<file path="src/rtl/core/fdu_pkg.sv">
`default_nettype none
package fdu_pkg;

    localparam logic signed [63:0] FX_ONE      = 64'sh0000_0001_0000_0000;
    localparam logic signed [63:0] FX_RECOVERY = 64'sd4294967;
    localparam logic signed [63:0] FX_QUARTER  = 64'sd1073741824;
    localparam logic signed [63:0] FX_SNAP     = 64'sd42949673;
    localparam logic signed [63:0] FX_TEN      = 64'sh0000_000A_0000_0000;
    localparam logic signed [63:0] FX_MAX      = 64'sh7FFF_FFFF_FFFF_FFFF;
    localparam logic signed [63:0] FX_MIN      = 64'sh8000_0000_0000_0000;

    localparam int CFG_W = 63;
    localparam logic [CFG_W-1:0] CFG_RESET = 63'h1_0000_0000;
    localparam logic [0:0] CFG_TOUGHNESS = 1'b0;
    localparam logic [0:0] CFG_TIME_STEP = 1'b1;

    localparam int QDEPTH = 4;
    localparam int QAW    = 2;

    localparam logic [6:0] MUL_LAST = 7'd4;
    localparam logic [6:0] DIV_LAST = 7'd95;

    typedef struct packed {
        logic signed [63:0] fatigue_in;
        logic signed [63:0] integrity_in;
        logic signed [63:0] yield_in;
        logic signed [63:0] stress;
        logic signed [63:0] endurance_limit;
        logic               snap_mode;
    } t_in_word;

    typedef struct packed {
        logic signed [63:0] fatigue_out;
        logic signed [63:0] integrity_out;
        logic signed [63:0] yield_out;
    } t_out_word;

    typedef struct packed {
        logic signed [63:0] fat;
        logic signed [63:0] integ;
        logic signed [63:0] yld;
        logic signed [63:0] stress;
        logic signed [63:0] ysum;
        logic               snap;
        logic               below;
    } t_job;

    typedef enum logic [1:0] {ST_IDLE, ST_MUL, ST_DIV, ST_FIN} t_state;

    typedef enum logic [2:0] {
        PH_REC, PH_RATIO, PH_R2, PH_R4, PH_DMG, PH_LOSS, PH_D10, PH_YLD
    } t_phase;

    typedef enum logic [1:0] {LN_NONE, LN_MUL, LN_DIV, LN_FIN} t_launch;

    function automatic logic signed [63:0] sat_add(input logic signed [63:0] a,
                                                   input logic signed [63:0] b);
        logic [64:0] s;
        s = {a[63], a} + {b[63], b};
        if (s[64] != s[63]) begin
            sat_add = s[64] ? FX_MIN : FX_MAX;
        end else begin
            sat_add = s[63:0];
        end
    endfunction

    function automatic logic signed [63:0] sat_sub(input logic signed [63:0] a,
                                                   input logic signed [63:0] b);
        logic [64:0] s;
        s = {a[63], a} - {b[63], b};
        if (s[64] != s[63]) begin
            sat_sub = s[64] ? FX_MIN : FX_MAX;
        end else begin
            sat_sub = s[63:0];
        end
    endfunction

    function automatic logic [63:0] mag(input logic signed [63:0] s);
        mag = s[63] ? (64'd0 - s) : s;
    endfunction

    function automatic logic signed [63:0] sat_from_mag(input logic neg,
                                                        input logic hi_nz,
                                                        input logic [63:0] m);
        if (!neg) begin
            sat_from_mag = (hi_nz || m[63]) ? FX_MAX : m;
        end else begin
            sat_from_mag = (hi_nz || m[63]) ? FX_MIN : (64'd0 - m);
        end
    endfunction

    // drop 32 fraction bits, floor for negative products, then saturate
    function automatic logic signed [63:0] mul_fin(input logic neg,
                                                   input logic [127:0] acc);
        logic [96:0] t;
        t = {1'b0, acc[127:32]} + 97'(neg && (acc[31:0] != 32'd0));
        mul_fin = sat_from_mag(neg, t[96:64] != 33'd0, t[63:0]);
    endfunction

    function automatic logic signed [63:0] div_fin(input logic neg,
                                                   input logic [95:0] q);
        div_fin = sat_from_mag(neg, q[95:64] != 32'd0, q[63:0]);
    endfunction

endpackage
`default_nettype wire

</file>
<file path="src/rtl/core/fdu_queue.sv">
`default_nettype none
module fdu_queue (
    input  logic          i_clk,
    input  logic          i_rst_n,
    input  logic          i_push,
    input  fdu_pkg::t_job i_job,
    output logic          o_full,
    output logic          o_valid,
    output fdu_pkg::t_job o_job,
    input  logic          i_pop
);
    import fdu_pkg::*;

    t_job           r_mem [QDEPTH];
    logic [QAW-1:0] r_wp, n_wp;
    logic [QAW-1:0] r_rp, n_rp;
    logic [QAW:0]   r_cnt, n_cnt;

    assign o_full  = (r_cnt == (QAW+1)'(QDEPTH));
    assign o_valid = (r_cnt != '0);
    assign o_job   = r_mem[r_rp];

    always_comb begin
        n_wp  = r_wp + QAW'(i_push);
        n_rp  = r_rp + QAW'(i_pop);
        n_cnt = r_cnt + (QAW+1)'(i_push) - (QAW+1)'(i_pop);
    end

    always_ff @(posedge i_clk) begin
        if (!i_rst_n) begin
            r_wp  <= '0;
            r_rp  <= '0;
            r_cnt <= '0;
        end else begin
            r_wp  <= n_wp;
            r_rp  <= n_rp;
            r_cnt <= n_cnt;
        end
    end

    always_ff @(posedge i_clk) begin
        if (i_push) begin
            r_mem[r_wp] <= i_job;
        end
    end
endmodule
`default_nettype wire

</file>
<file path="config.mk">
export PLATFORM = sky130hd
export DESIGN_NAME = fdu_queue
export DESIGN_NICKNAME = d
export VERILOG_FILES = /design/src/rtl/core/fdu_pkg.sv /design/src/rtl/core/fdu_queue.sv
export SDC_FILE = /design/constraint.sdc
export NUM_CORES = 1
export LEC_CHECK = 0
export CORE_MARGIN = 1
export CORE_UTILIZATION = 55
export CTS_BUF_LIST = sky130_fd_sc_hd__clkbuf_2 sky130_fd_sc_hd__clkbuf_4 sky130_fd_sc_hd__clkbuf_8
export DETAILED_ROUTE_END_ITERATION = 6
export DONT_BUFFER_PORTS = 1
export GPL_ROUTABILITY_DRIVEN = 0
export PLACE_DENSITY = 0.79
export SYNTH_ARGS = -nofsm -noshare
export SYNTH_HDL_FRONTEND = slang
export SYNTH_SLANG_ARGS = --single-unit
</file>
<file path="constraint.sdc">
create_clock -name i_clk -period 61.2 [get_ports i_clk]
set_input_delay 6.12 -clock i_clk [delete_from_list [all_inputs] [get_ports i_clk]]
set_output_delay 6.12 -clock i_clk [all_outputs]
set_load 0.02 [all_outputs]
</file>
## After elaboration in Yosys (flattened, before gate mapping)

Memories as Yosys holds them, arrays and structs flattened. A register that Yosys moved wholly into a read port is not among the register bits.
Index checks and enable logic that the tools add are counted.
W data, S select, Z words.

- Shift-type cells: 0
- Add/subtract/negate cells: 4
- Muxes and demuxes: 3
- Reduce and logical (&&, ||, !) cells: 1
- Bitwise operators: 0
- Equality and inequality tests: 1
- $lt $le $gt $ge: 0
- $mul: 0
- Div/mod/pow operators: 0

Operators with widths:

| kind | count |
|---|---|
| $add A2 B1 Y2 | 2 |
| $add A3 B1 Y3 | 1 |
| $eq A3 B3 Y1 const B | 1 |
| $reduce_bool A3 Y1 | 1 |
| $sub A3 B1 Y3 | 1 |
| $mux W1 | 2 |
| $mux W2 | 1 |

- Bits in read-only memories: 0
- Bits in writable memories: 1288
- Flip-flop bits (word level): 7
- Latch bits: 0
- Output and inout bits: 324
- Memories kept: 1
- Logic and storage cells: 13

Memories:

| name | depth | width | rd ports | clocked after memory_dff | write ports | RTL line | text |
|---|---|---|---|---|---|---|---|
| r_mem | 4 | 322 | 1 | 1 | 1 | fdu_queue.sv:14 | `t_job r_mem [QDEPTH];` |

## Longest topological paths before layout

- Word-level depth: 2
- Gate-level depth with buffers: 7

## Worst setup path after synthesis

Ideal clock, no wire load.

- Kind: input to register
- Start point: in i_push
- End point: mem r_mem[0][0] (netlist bit) (enable)
- Cell stages on the path: 1
- Arrival time: 28.982 ns
- Data required time: 59.737 ns
- Path buffers: 0
- Path slack: 30.754 ns
- Library setup time: 1.463 ns
- Cell sequence: nor3b_1

- Word-level cells in the longest chain between the ends: 2

RTL lines:

| what | RTL line | text |
|---|---|---|
| start, declared | fdu_queue.sv:5 | `input logic i_push,` |
| $mux W1 | fdu_queue.sv:42 | `if (i_push) begin` |
| $mux W1 (implied by the code) | fdu_queue.sv:43 | `r_mem[r_wp] <= i_job;` |
| end, declared | fdu_queue.sv:14 |  |

No other way between the ends.

==> impl_metrics.yaml <==
finish:
  regArea_um2: 38800
  final_cell_count_no_fill: 3140
  nNetsFinal: 2192
  area_growth_pct: 10.0
  n_fill_cell: 5243
  layout-drive-gt1-share_pct: 32.1
  multiInputGateArea_um2: 7470
synth:
  async_reset_ff_share_pct: 0
  syn_nets: 2046
  synth_top_area_cell: "edfxtp_1"
  ys_top_cells_by_count: "edfxtp_1, mux4_2, buf_2"
  ys_seq_elements: 1295
  yosys-top-cells-area: "edfxtp_1, mux4_2, buf_6"
  synth_edf_count: 1288
  yosysSeqAreaShare_pct: 82.9
  synthesis.area_um2: 46800
  synth_cells: 1715
  synth.top_cell.area_share_pct: 82.6
  syn_area_per_cell_um2: 27.3
  yosysWarnings: 0
  ys_types: 18
  synthFlopType: "edfxtp_1"
  yosysMostFrequentCell: "edfxtp_1"
setup_path:
  crit_path_cell_trace: "buf_4, buf_4, buf_4, mux4_2"
  cpMostUsedCell: "buf_4"
  crit_buf_inv: 3
  ff2ff_path_depth: 3
  worst-path-max-fanout: 53
  critPathCaptureType: "output port"
  rr_endpoint: "r_mem[3][166]"
  cp-start-kind: "flip-flop"
  slowest_delay_ns: 0.88
  critical_path.top_delay_family: "buffers and inverters"
  crit_slowest_cell: "buf_4"
  r2r_slack_ns: 57.44
  path_class: "flip-flop to output port"
  regToRegStartpoint: "r_wp[0]"
  critPathArrivalTime_ns: 4.98
  crit_required_ns: 55.08
worst_hold_path:
  whs_endpoint: "r_wp[1]"
  worst_hold_startpoint: "r_wp[1]"
  min_path_type: "flip-flop to flip-flop"
  hold_depth: 2
timing:
  setup_violations: 0
  fin_skew_ns: 0.0599
  rsz0062_at_grt: "no"
  fin_crit_sh_pct: 18.1
  max_slew_margin_pct: 23.9
  drv_slew: 0
  hold_viol: 0
  fmax_mhz: 90.1
  tightestPinTransition_ns: 1.14
  fin_crit_ns: 11.10
  tns_ns: 0
  worst_slack_ns: 50.10
cts:
  clk_latency_ns: 0.85
  clk_pin_slew_worst_paths_ns: 0.06
  cts_buffer_depth: 3
  clkSinkCount: 1295
  root_buffer: "clkbuf_8"
  cts-buffers-inserted: 190
  cts_hold_buf: 0
  cts_setup_buffers: 0
  cts_resized: 0
  tritoncts: "done"
  htree_levels: 4
flow_run:
  max-cap-violations: 0
outcome:
  status: "finished, final reports clean"
drt:
  wire_per_inst_um: 29.1
  drt-vias-per-instance: 6.06
  drt-initial-drc-count: 1406
  remaining_drc_errors: 0
  first_pass_iters: 5
  postRouteAntennaNets: 0
  routed_wl_mm: 91.4
  vias: 19026
grt:
  antenna_found_initial: 1
  gr-usage-all-layers_pct: 21.2
  use_met2_pct: 34.4
  grt-ovfl-total: 0
  grt_pass1_vias: 20148
  top_usage_layer: "met2"
  grt_max_degree: 138
  met3_usage_pct: 9.25
  grt_first_pass_wirelength_mm: 131
  grtUsageMet1_pct: 23.9
pwr:
  p_leak_nw: 15.8
  power.density_nw_per_um2: 35.7
  peakVddDrop_mv: 0.0276
die:
  dieArea_um2: 86300
  initial_core_util_pct: 55.8
  core_um2: 84000
  die_y_um: 294
  ioPinCount: 650
  dieWidth_um: 294
  rows: 106
placed_design:
  dpl.cell_count: 2803
  dp_slack_ns: 50.75
  portBuffers: 0
  dpl.hpwl_mm: 58.1
tightest hold or removal path, delay by kind of cell (launching register included):
kind / cells / cell delay, ns
flops: 1 / 0.36
xor+xnor: 1 / 0.15
simple gates: 1 / 0.13
worst max path at each step:
stage,startpoint,endpoint,slack (ns),cells after the start
floorplan,i_push,r_mem[0][0],30.75,1
global placement,r_rp[0],o_job[289],50.82,4
detailed placement,r_rp[0],o_job[289],50.75,4
CTS,r_rp[0],o_job[289],49.76,4
global route,r_rp[0],o_job[289],49.49,4
finish,r_rp[0],o_job[200],50.10,4
cell usage in the layout, fill, tap and decap left out:
cell and n:
xnor3_1 1, edfxtp_1 1288, clkbuf_4 66, buf_4 24, clkinv_8 2, inv_6 2, mux4_2 322, and3b_4 1
or3_1 1, and3_4 1, ha_1 4, clkinv_4 2, inv_1 4, clkinv_1 45, diode_2 3, nor2_4 1
dfxtp_1 5, clkinvlp_4 10, buf_12 2, nand2_1 1, and3_1 1, inv_12 3, fa_1 1, clkinv_2 13
clkbuf_8 190, dfxtp_4 2, xor2_1 2, nor3b_2 1, and2_1 7, bufinv_16 1
stage by stage:
stage / utilization (%) / hold WS, ns / cell area [µm²] / total power [W]
after global placement: 57.1 / 0.638 / 47900 / 0.00121
after CTS: 61.4 / 0.665 / 51500 / 0.00186
final: 61.4 / 0.657 / 51500 / 0.00184
after floorplan: - / 0.567 / 46800 / 0.00121
after detailed placement: 57.1 / 0.644 / 47900 / 0.00122
after global routing: 61.4 / 0.714 / 51500 / 0.00190
layer usage:
| layer | routed length, µm | part of all wire (%) |
|---|---|---|
| met1 | 30400 | 33 |
| met3 | 10200 | 11 |
| met4 | 4210 | 4.6 |
| met2 | 46500 | 51 |
| met5 | 0 | 0 |
where the power goes:
part,switching [W],internal [W]
Combinational,0.000109,0.0000539
Clock,0.000307,0.000335
Sequential,0.0000130,0.00102
Total,0.000429,0.00141
sequential cells by signal, indices dropped and copies added, names as in the netlist:
register,cells
r_cnt,3
r_mem,1288
r_rp,2
r_wp,2
final cells by class:
cell class / instances / share of cell area [%]
repair buffers: 26 / 0.427
inverters: 4 / 0.0291
well taps: 1134 / 2.75
clock buffers: 256 / 6.04
multi-input cells: 344 / 14.5
flip-flops and latches: 1295 / 75.4
clock inverters: 78 / 0.884
diodes: 3 / 0.0146
kinds of logic (layout without fill, tap and decap cells):
group         Yosys count  after routing  synth area share (%)
fa+ha+maj               5              5                 0.150
simple gates           14             14                 0.184
mux                   322            322                  15.5
other cells             0              3                     0
buf+inv                76            364                  1.21
flops                1295           1295                  82.9
xor+xnor                3              3                0.0855
(Power assumes the default switching activity.)
