$ cat src/rtl/core/fdu_pkg.sv
`default_nettype none
package fdu_pkg;

    localparam logic signed [63:0] FX_ONE      = 64'sh0000_0001_0000_0000;
    localparam logic signed [63:0] FX_RECOVERY = 64'sd4294967;
    localparam logic signed [63:0] FX_QUARTER  = 64'sd1073741824;
    localparam logic signed [63:0] FX_SNAP     = 64'sd42949673;
    localparam logic signed [63:0] FX_TEN      = 64'sh0000_000A_0000_0000;
    localparam logic signed [63:0] FX_MAX      = 64'sh7FFF_FFFF_FFFF_FFFF;
    localparam logic signed [63:0] FX_MIN      = 64'sh8000_0000_0000_0000;

    localparam int CFG_W = 63;
    localparam logic [CFG_W-1:0] CFG_RESET = 63'h1_0000_0000;
    localparam logic [0:0] CFG_TOUGHNESS = 1'b0;
    localparam logic [0:0] CFG_TIME_STEP = 1'b1;

    localparam int QDEPTH = 4;
    localparam int QAW    = 2;

    localparam logic [6:0] MUL_LAST = 7'd4;
    localparam logic [6:0] DIV_LAST = 7'd95;

    typedef struct packed {
        logic signed [63:0] fatigue_in;
        logic signed [63:0] integrity_in;
        logic signed [63:0] yield_in;
        logic signed [63:0] stress;
        logic signed [63:0] endurance_limit;
        logic               snap_mode;
    } t_in_word;

    typedef struct packed {
        logic signed [63:0] fatigue_out;
        logic signed [63:0] integrity_out;
        logic signed [63:0] yield_out;
    } t_out_word;

    typedef struct packed {
        logic signed [63:0] fat;
        logic signed [63:0] integ;
        logic signed [63:0] yld;
        logic signed [63:0] stress;
        logic signed [63:0] ysum;
        logic               snap;
        logic               below;
    } t_job;

    typedef enum logic [1:0] {ST_IDLE, ST_MUL, ST_DIV, ST_FIN} t_state;

    typedef enum logic [2:0] {
        PH_REC, PH_RATIO, PH_R2, PH_R4, PH_DMG, PH_LOSS, PH_D10, PH_YLD
    } t_phase;

    typedef enum logic [1:0] {LN_NONE, LN_MUL, LN_DIV, LN_FIN} t_launch;

    function automatic logic signed [63:0] sat_add(input logic signed [63:0] a,
                                                   input logic signed [63:0] b);
        logic [64:0] s;
        s = {a[63], a} + {b[63], b};
        if (s[64] != s[63]) begin
            sat_add = s[64] ? FX_MIN : FX_MAX;
        end else begin
            sat_add = s[63:0];
        end
    endfunction

    function automatic logic signed [63:0] sat_sub(input logic signed [63:0] a,
                                                   input logic signed [63:0] b);
        logic [64:0] s;
        s = {a[63], a} - {b[63], b};
        if (s[64] != s[63]) begin
            sat_sub = s[64] ? FX_MIN : FX_MAX;
        end else begin
            sat_sub = s[63:0];
        end
    endfunction

    function automatic logic [63:0] mag(input logic signed [63:0] s);
        mag = s[63] ? (64'd0 - s) : s;
    endfunction

    function automatic logic signed [63:0] sat_from_mag(input logic neg,
                                                        input logic hi_nz,
                                                        input logic [63:0] m);
        if (!neg) begin
            sat_from_mag = (hi_nz || m[63]) ? FX_MAX : m;
        end else begin
            sat_from_mag = (hi_nz || m[63]) ? FX_MIN : (64'd0 - m);
        end
    endfunction

    // drop 32 fraction bits, floor for negative products, then saturate
    function automatic logic signed [63:0] mul_fin(input logic neg,
                                                   input logic [127:0] acc);
        logic [96:0] t;
        t = {1'b0, acc[127:32]} + 97'(neg && (acc[31:0] != 32'd0));
        mul_fin = sat_from_mag(neg, t[96:64] != 33'd0, t[63:0]);
    endfunction

    function automatic logic signed [63:0] div_fin(input logic neg,
                                                   input logic [95:0] q);
        div_fin = sat_from_mag(neg, q[95:64] != 32'd0, q[63:0]);
    endfunction

endpackage
`default_nettype wire

$ cat src/rtl/core/fdu_if.sv
`default_nettype none
interface fdu_in_if;
    import fdu_pkg::*;
    logic     valid;
    logic     ready;
    t_in_word data;
    modport source (output valid, output data, input ready);
    modport sink (input valid, input data, output ready);
endinterface

`default_nettype wire

$ cat src/rtl/core/fdu_front.sv
`default_nettype none
module fdu_front (
    fdu_in_if.sink        i_in,
    input  logic          i_q_full,
    output logic          o_push,
    output fdu_pkg::t_job o_job
);
    import fdu_pkg::*;

    assign i_in.ready = !i_q_full;
    assign o_push     = i_in.valid && !i_q_full;

    always_comb begin
        o_job.fat    = i_in.data.fatigue_in;
        o_job.integ  = i_in.data.integrity_in;
        o_job.yld    = i_in.data.yield_in;
        o_job.stress = i_in.data.stress;
        // divisor is yield plus one lsb, saturating
        o_job.ysum   = sat_add(i_in.data.yield_in, 64'sd1);
        o_job.snap   = i_in.data.snap_mode;
        o_job.below  = $signed(i_in.data.stress) <= $signed(i_in.data.endurance_limit);
    end
endmodule
`default_nettype wire

$ cat src/flat_wrapper.sv
// flat-port wrapper written by rule: the top's interface ports become plain ports
module fdu_front_flat import fdu_pkg::*;
  (i_q_full, o_push, o_job, i_in_valid, i_in_data, i_in_ready);
  fdu_in_if i_in_i ();
  input  logic i_q_full;
  output logic o_push;
  output fdu_pkg::t_job o_job;
  input wire logic [$bits(i_in_i.valid)-1:0] i_in_valid;
  input wire logic [$bits(i_in_i.data)-1:0] i_in_data;
  output wire logic [$bits(i_in_i.ready)-1:0] i_in_ready;
  assign i_in_i.valid = i_in_valid;
  assign i_in_i.data = i_in_data;
  assign i_in_ready = i_in_i.ready;
  fdu_front u_core (.i_in(i_in_i), .i_q_full(i_q_full), .o_push(o_push), .o_job(o_job));
endmodule
$ cat config.mk
export PLATFORM = sky130hd
export DESIGN_NAME = fdu_front_flat
export DESIGN_NICKNAME = d
export VERILOG_FILES = /design/src/rtl/core/fdu_pkg.sv /design/src/rtl/core/fdu_if.sv /design/src/rtl/core/fdu_front.sv /design/src/flat_wrapper.sv
export SDC_FILE = /design/constraint.sdc
export NUM_CORES = 1
export LEC_CHECK = 0
export BUFFER_PORTS_ARGS = -buffer_cell sky130_fd_sc_hd__buf_4
export CORE_AREA = 2 2 250 252
export DETAILED_ROUTE_END_ITERATION = 6
export DIE_AREA = 0 0 252 254
export PLACE_DENSITY = 0.32
export SLEW_MARGIN = 15
export SYNTH_ARGS = -nofsm -noshare
export SYNTH_HDL_FRONTEND = slang
export SYNTH_SLANG_ARGS = --single-unit
$ cat constraint.sdc
create_clock -name vclk -period 2.5
set_input_delay 0.25 -clock vclk [all_inputs]
set_output_delay 0.25 -clock vclk [all_outputs]
set_load 0.005 [all_outputs]
## After elaboration in Yosys (flattened, before gate mapping)

Index checks and enable logic that the tools add are counted.

- Register bits: 0
- Output and inout bits: 324
- Logic and storage cells: 7
- Bits of input ports: 323

- Mux-type cells: 2
- $lt $le $gt $ge: 1
- Equality and inequality tests: 1
- Add/subtract/negate cells: 1
- Reduce and logical (&&, ||, !) cells: 2

Operators by type and width:

| operator | count |
|---|---|
| 64-bit two-way mux | 2 |
| 64-bit by 2-bit adder with 65-bit output, second input constant | 1 |
| 64-bit less-or-equal comparator | 1 |
| 1-bit logical AND | 1 |
| 1-bit zero test | 1 |
| 1-bit != test | 1 |

## Logic depth before layout (Yosys ltp)

- Depth in word-level cells: 3
- Depth in mapped cells: 10

## Worst setup path before layout

OpenSTA, ideal clock, no wires.

- Kind: in2out
- From: input i_in_data[129]
- To: output o_job[60] (netlist bit)
- Arrival time: 2.236 ns
- Stages on the path: 7
- Buffers on the path: 0
- Path slack: 0.014 ns
- Cell sequence: ha_1 nand2_1 or4_4 or4_4 or3_1 mux2_4 a21o_1

RTL lines:

| what | RTL line | RTL |
|---|---|---|
| start, declared | flat_wrapper.sv:9 | `input wire logic [$bits(i_in_i.data)-1:0] i_in_data;` |
| end, declared | flat_wrapper.sv:7 | `output fdu_pkg::t_job o_job;` |

==> results.json <==
{
  "core_region_area_um2": 61300,
  "final_core_area_utilization_pct": 15.2,
  "final-hold-violation-count": 0,
  "final-seq-area_um2": 0,
  "vias_per_cell": 3.41,
  "postRouteAntennaNets": 0,
  "drt_first_iter_violations": 201,
  "worst_slew_margin_rel_pct": 69.3,
  "dieArea_um2": 64000,
  "multiInputGateArea_um2": 3870,
  "yosysWarnings": 0,
  "power_report.internal_total_mw": 0.689,
  "failed_checks": "setup timing",
  "setup-violations-final": 49,
  "io_buffers": 389,
  "power.static_leakage_nw": 4.46,
  "setup_tns_ns": -3.87,
  "place.gp.congestion": 0.808,
  "share_of_cells_above_drive_strength_1_pct": 58.4,
  "drc": 0,
  "ctsHoldBuffers": 0,
  "power_density_nw_per_um2": 132,
  "timing.hold.worst.class": "input pin to output port",
  "timing.critical_path.arrival_ns": 2.48,
  "net-switching-power_mw": 0.533,
  "final_critical_path_setup_slack_ns": -0.226,
  "clockBufferCount": 0,
  "vias": 6402,
  "grt.total_usage_pct": 8.16,
  "timing_max_transition_violations_final": 0,
  "rsz_0062_raised_after_global_routing": "true",
  "cp-start-kind": "input pin",
  "combinationalPowerShare_pct": 100.0,
  "maxCapViolations": 0,
  "routed_wirelength_um": 29400,
  "p_sw_share_pct": 43.6,
  "detail_route.first_pass.iterations": 6,
  "timing_worst_slew_pin_value_ns": 0.457,
  "dpl_worst_slack_ns": -0.326,
  "worst-path-max-fanout": 2,
  "clock_period_minus_worst_slack_ns": 2.73,
  "postSynthNetCount": 1225,
  "power_frac_clock_pct": 0,
  "vdd_drop_max_v": 0.0000638,
  "gr-usage-met2_pct": 16.1,
  "route.detailed.wl_per_inst_um": 15.7,
  "synth_cells": 837,
  "grt_pass1_wl_um": 40000,
  "die_width_um": 252,
  "finish.net_count": 1476,
  "synth_sequential_area_ratio_pct": 0,
  "power.sequential.fraction_pct": 0,
  "grt_pass1_vias": 6443,
  "rows": 91,
  "floorplan.initialDensity_pct": 9.15,
  "final_common_cell": "sky130_fd_sc_hd__buf_4",
  "place.detailed.hpwl_um": 25800,
  "use_met3_pct": 2.54,
  "timing.final.crit_share_pct": 109,
  "antenna_violations_before_repair": 1,
  "grt_max_degree": 25,
  "status": "finished, violations left",
  "die-height_um": 254,
  "layout.cells.most_common_list": "sky130_fd_sc_hd__buf_4 (471), sky130_fd_sc_hd__nand2_1 (69), sky130_fd_sc_hd__inv_1 (64), sky130_fd_sc_hd__ha_1 (55), sky130_fd_sc_hd__a21oi_1 (42)",
  "seq_cell_count": 0,
  "postLayoutCellArea_um2": 9290,
  "synthDistinctLibCells": 49,
  "worstPathRequired_ns": 2.25,
  "max_freq_mhz": 367,
  "busiest_layer": "met2",
  "pin_count": 647,
  "synthesis.area_per_instance_um2": 6.69,
  "crit_type": "input pin to output port",
  "cell_area_after_technology_mapping_um2": 5600,
  "globalRouteOverflowTotal": 0,
  "report.power.total_mw": 1.22,
  "fillers": 7117,
  "dp_area_um2": 8400,
  "area_delta_synth_final_pct": 65.8,
  "worst_setup_path_end_kind": "output port",
  "grt_util_met1_pct": 8.33
}
==> critical path, cell delays in order <==
cell and delay [ns]:
sky130_fd_sc_hd__buf_8 0.07, sky130_fd_sc_hd__nand4_1 0.17, sky130_fd_sc_hd__or3_4 0.43, sky130_fd_sc_hd__or4_4 0.57, sky130_fd_sc_hd__or3_4 0.39, sky130_fd_sc_hd__mux2_4 0.30
sky130_fd_sc_hd__a21o_1 0.17, sky130_fd_sc_hd__buf_6 0.12
==> per-layer routing <==
metal / vias up / share of wire, %
li1: 3089 / -
met1: 2932 / 35
met2: 349 / 54
met3: 32 / 8.7
met4: 0 / 2.2
met5: - / 0
==> worst paths after layout <==
check | from | depth (start not counted) | endpoint | slack, ns
worst min-delay path | i_in_data[200] | 0 | o_job[201] | 0.50
worst max-delay path | i_in_data[160] | 8 | o_job[60] | -0.23
==> cells in the mapped netlist, types with 8 or more instances <==
cell / n / area share [%]
sky130_fd_sc_hd__nand4_1: 31 / 3.5
sky130_fd_sc_hd__xnor2_1: 25 / 3.9
sky130_fd_sc_hd__nor2_1: 30 / 2.0
sky130_fd_sc_hd__clkbuf_1: 12 / 0.80
sky130_fd_sc_hd__nor3_1: 12 / 1.1
sky130_fd_sc_hd__inv_1: 69 / 4.6
sky130_fd_sc_hd__xor2_1: 27 / 4.2
sky130_fd_sc_hd__and3_1: 10 / 1.1
sky130_fd_sc_hd__o21ai_0: 37 / 3.3
sky130_fd_sc_hd__nor4_1: 8 / 0.89
sky130_fd_sc_hd__ha_1: 65 / 15
sky130_fd_sc_hd__nand3_1: 36 / 3.2
sky130_fd_sc_hd__buf_4: 257 / 34
sky130_fd_sc_hd__a22oi_1: 8 / 1.1
sky130_fd_sc_hd__nand2_1: 95 / 6.4
sky130_fd_sc_hd__a21oi_1: 46 / 4.1
==> power by group through the flow <==
stage	Sequential (mW)	Clock, mW	Combinational, mW
3_5_place_dp	0	0	1.14
5_1_grt	0	0.0000000535	1.34
2_1_floorplan	0	0	0.646
4_1_cts	0	0	1.18
6_report	0	0.0000000535	1.22
3_3_place_gp	0	0	1.14
==> cell families (layout without fill, tap and decap cells) <==
| group | Yosys count | in the layout | synth area share (%) |
|---|---|---|---|
| multiplexers | 3 | 3 | 0.670 |
| adder cells (fa/ha/maj) | 65 | 65 | 14.5 |
| AND/OR/NAND/NOR | 258 | 259 | 23.8 |
| other | 0 | 1 | 0 |
| XOR/XNOR | 52 | 52 | 8.13 |
| buffers and inverters | 343 | 591 | 40.5 |
| AO/OA/AOI/OAI | 116 | 116 | 12.4 |
==> cell type report <==
| cell class | instances | area share (%) |
|---|---|---|
| Tap cell | 790 | 10.6 |
| Multi-Input combinational cell | 495 | 41.6 |
| Timing Repair Buffer | 521 | 44.9 |
| Antenna cell | 1 | 0.0269 |
| Inverter | 70 | 2.83 |
==> metrics by stage <==
step,hold WS [ns],std cells
2_1_floorplan,0.527,837
3_3_place_gp,0.500,1858
3_5_place_dp,0.500,1858
4_1_cts,0.500,1863
5_1_grt,0.500,1877
6_report,0.500,1877
==> timing repair <==
action	CTS	global route
cloned	2	3
setup buffers	3	11
setup endpoints to repair	59	63
resized for setup	63	113
pin swaps	19	28
(Power assumes the default switching activity.)
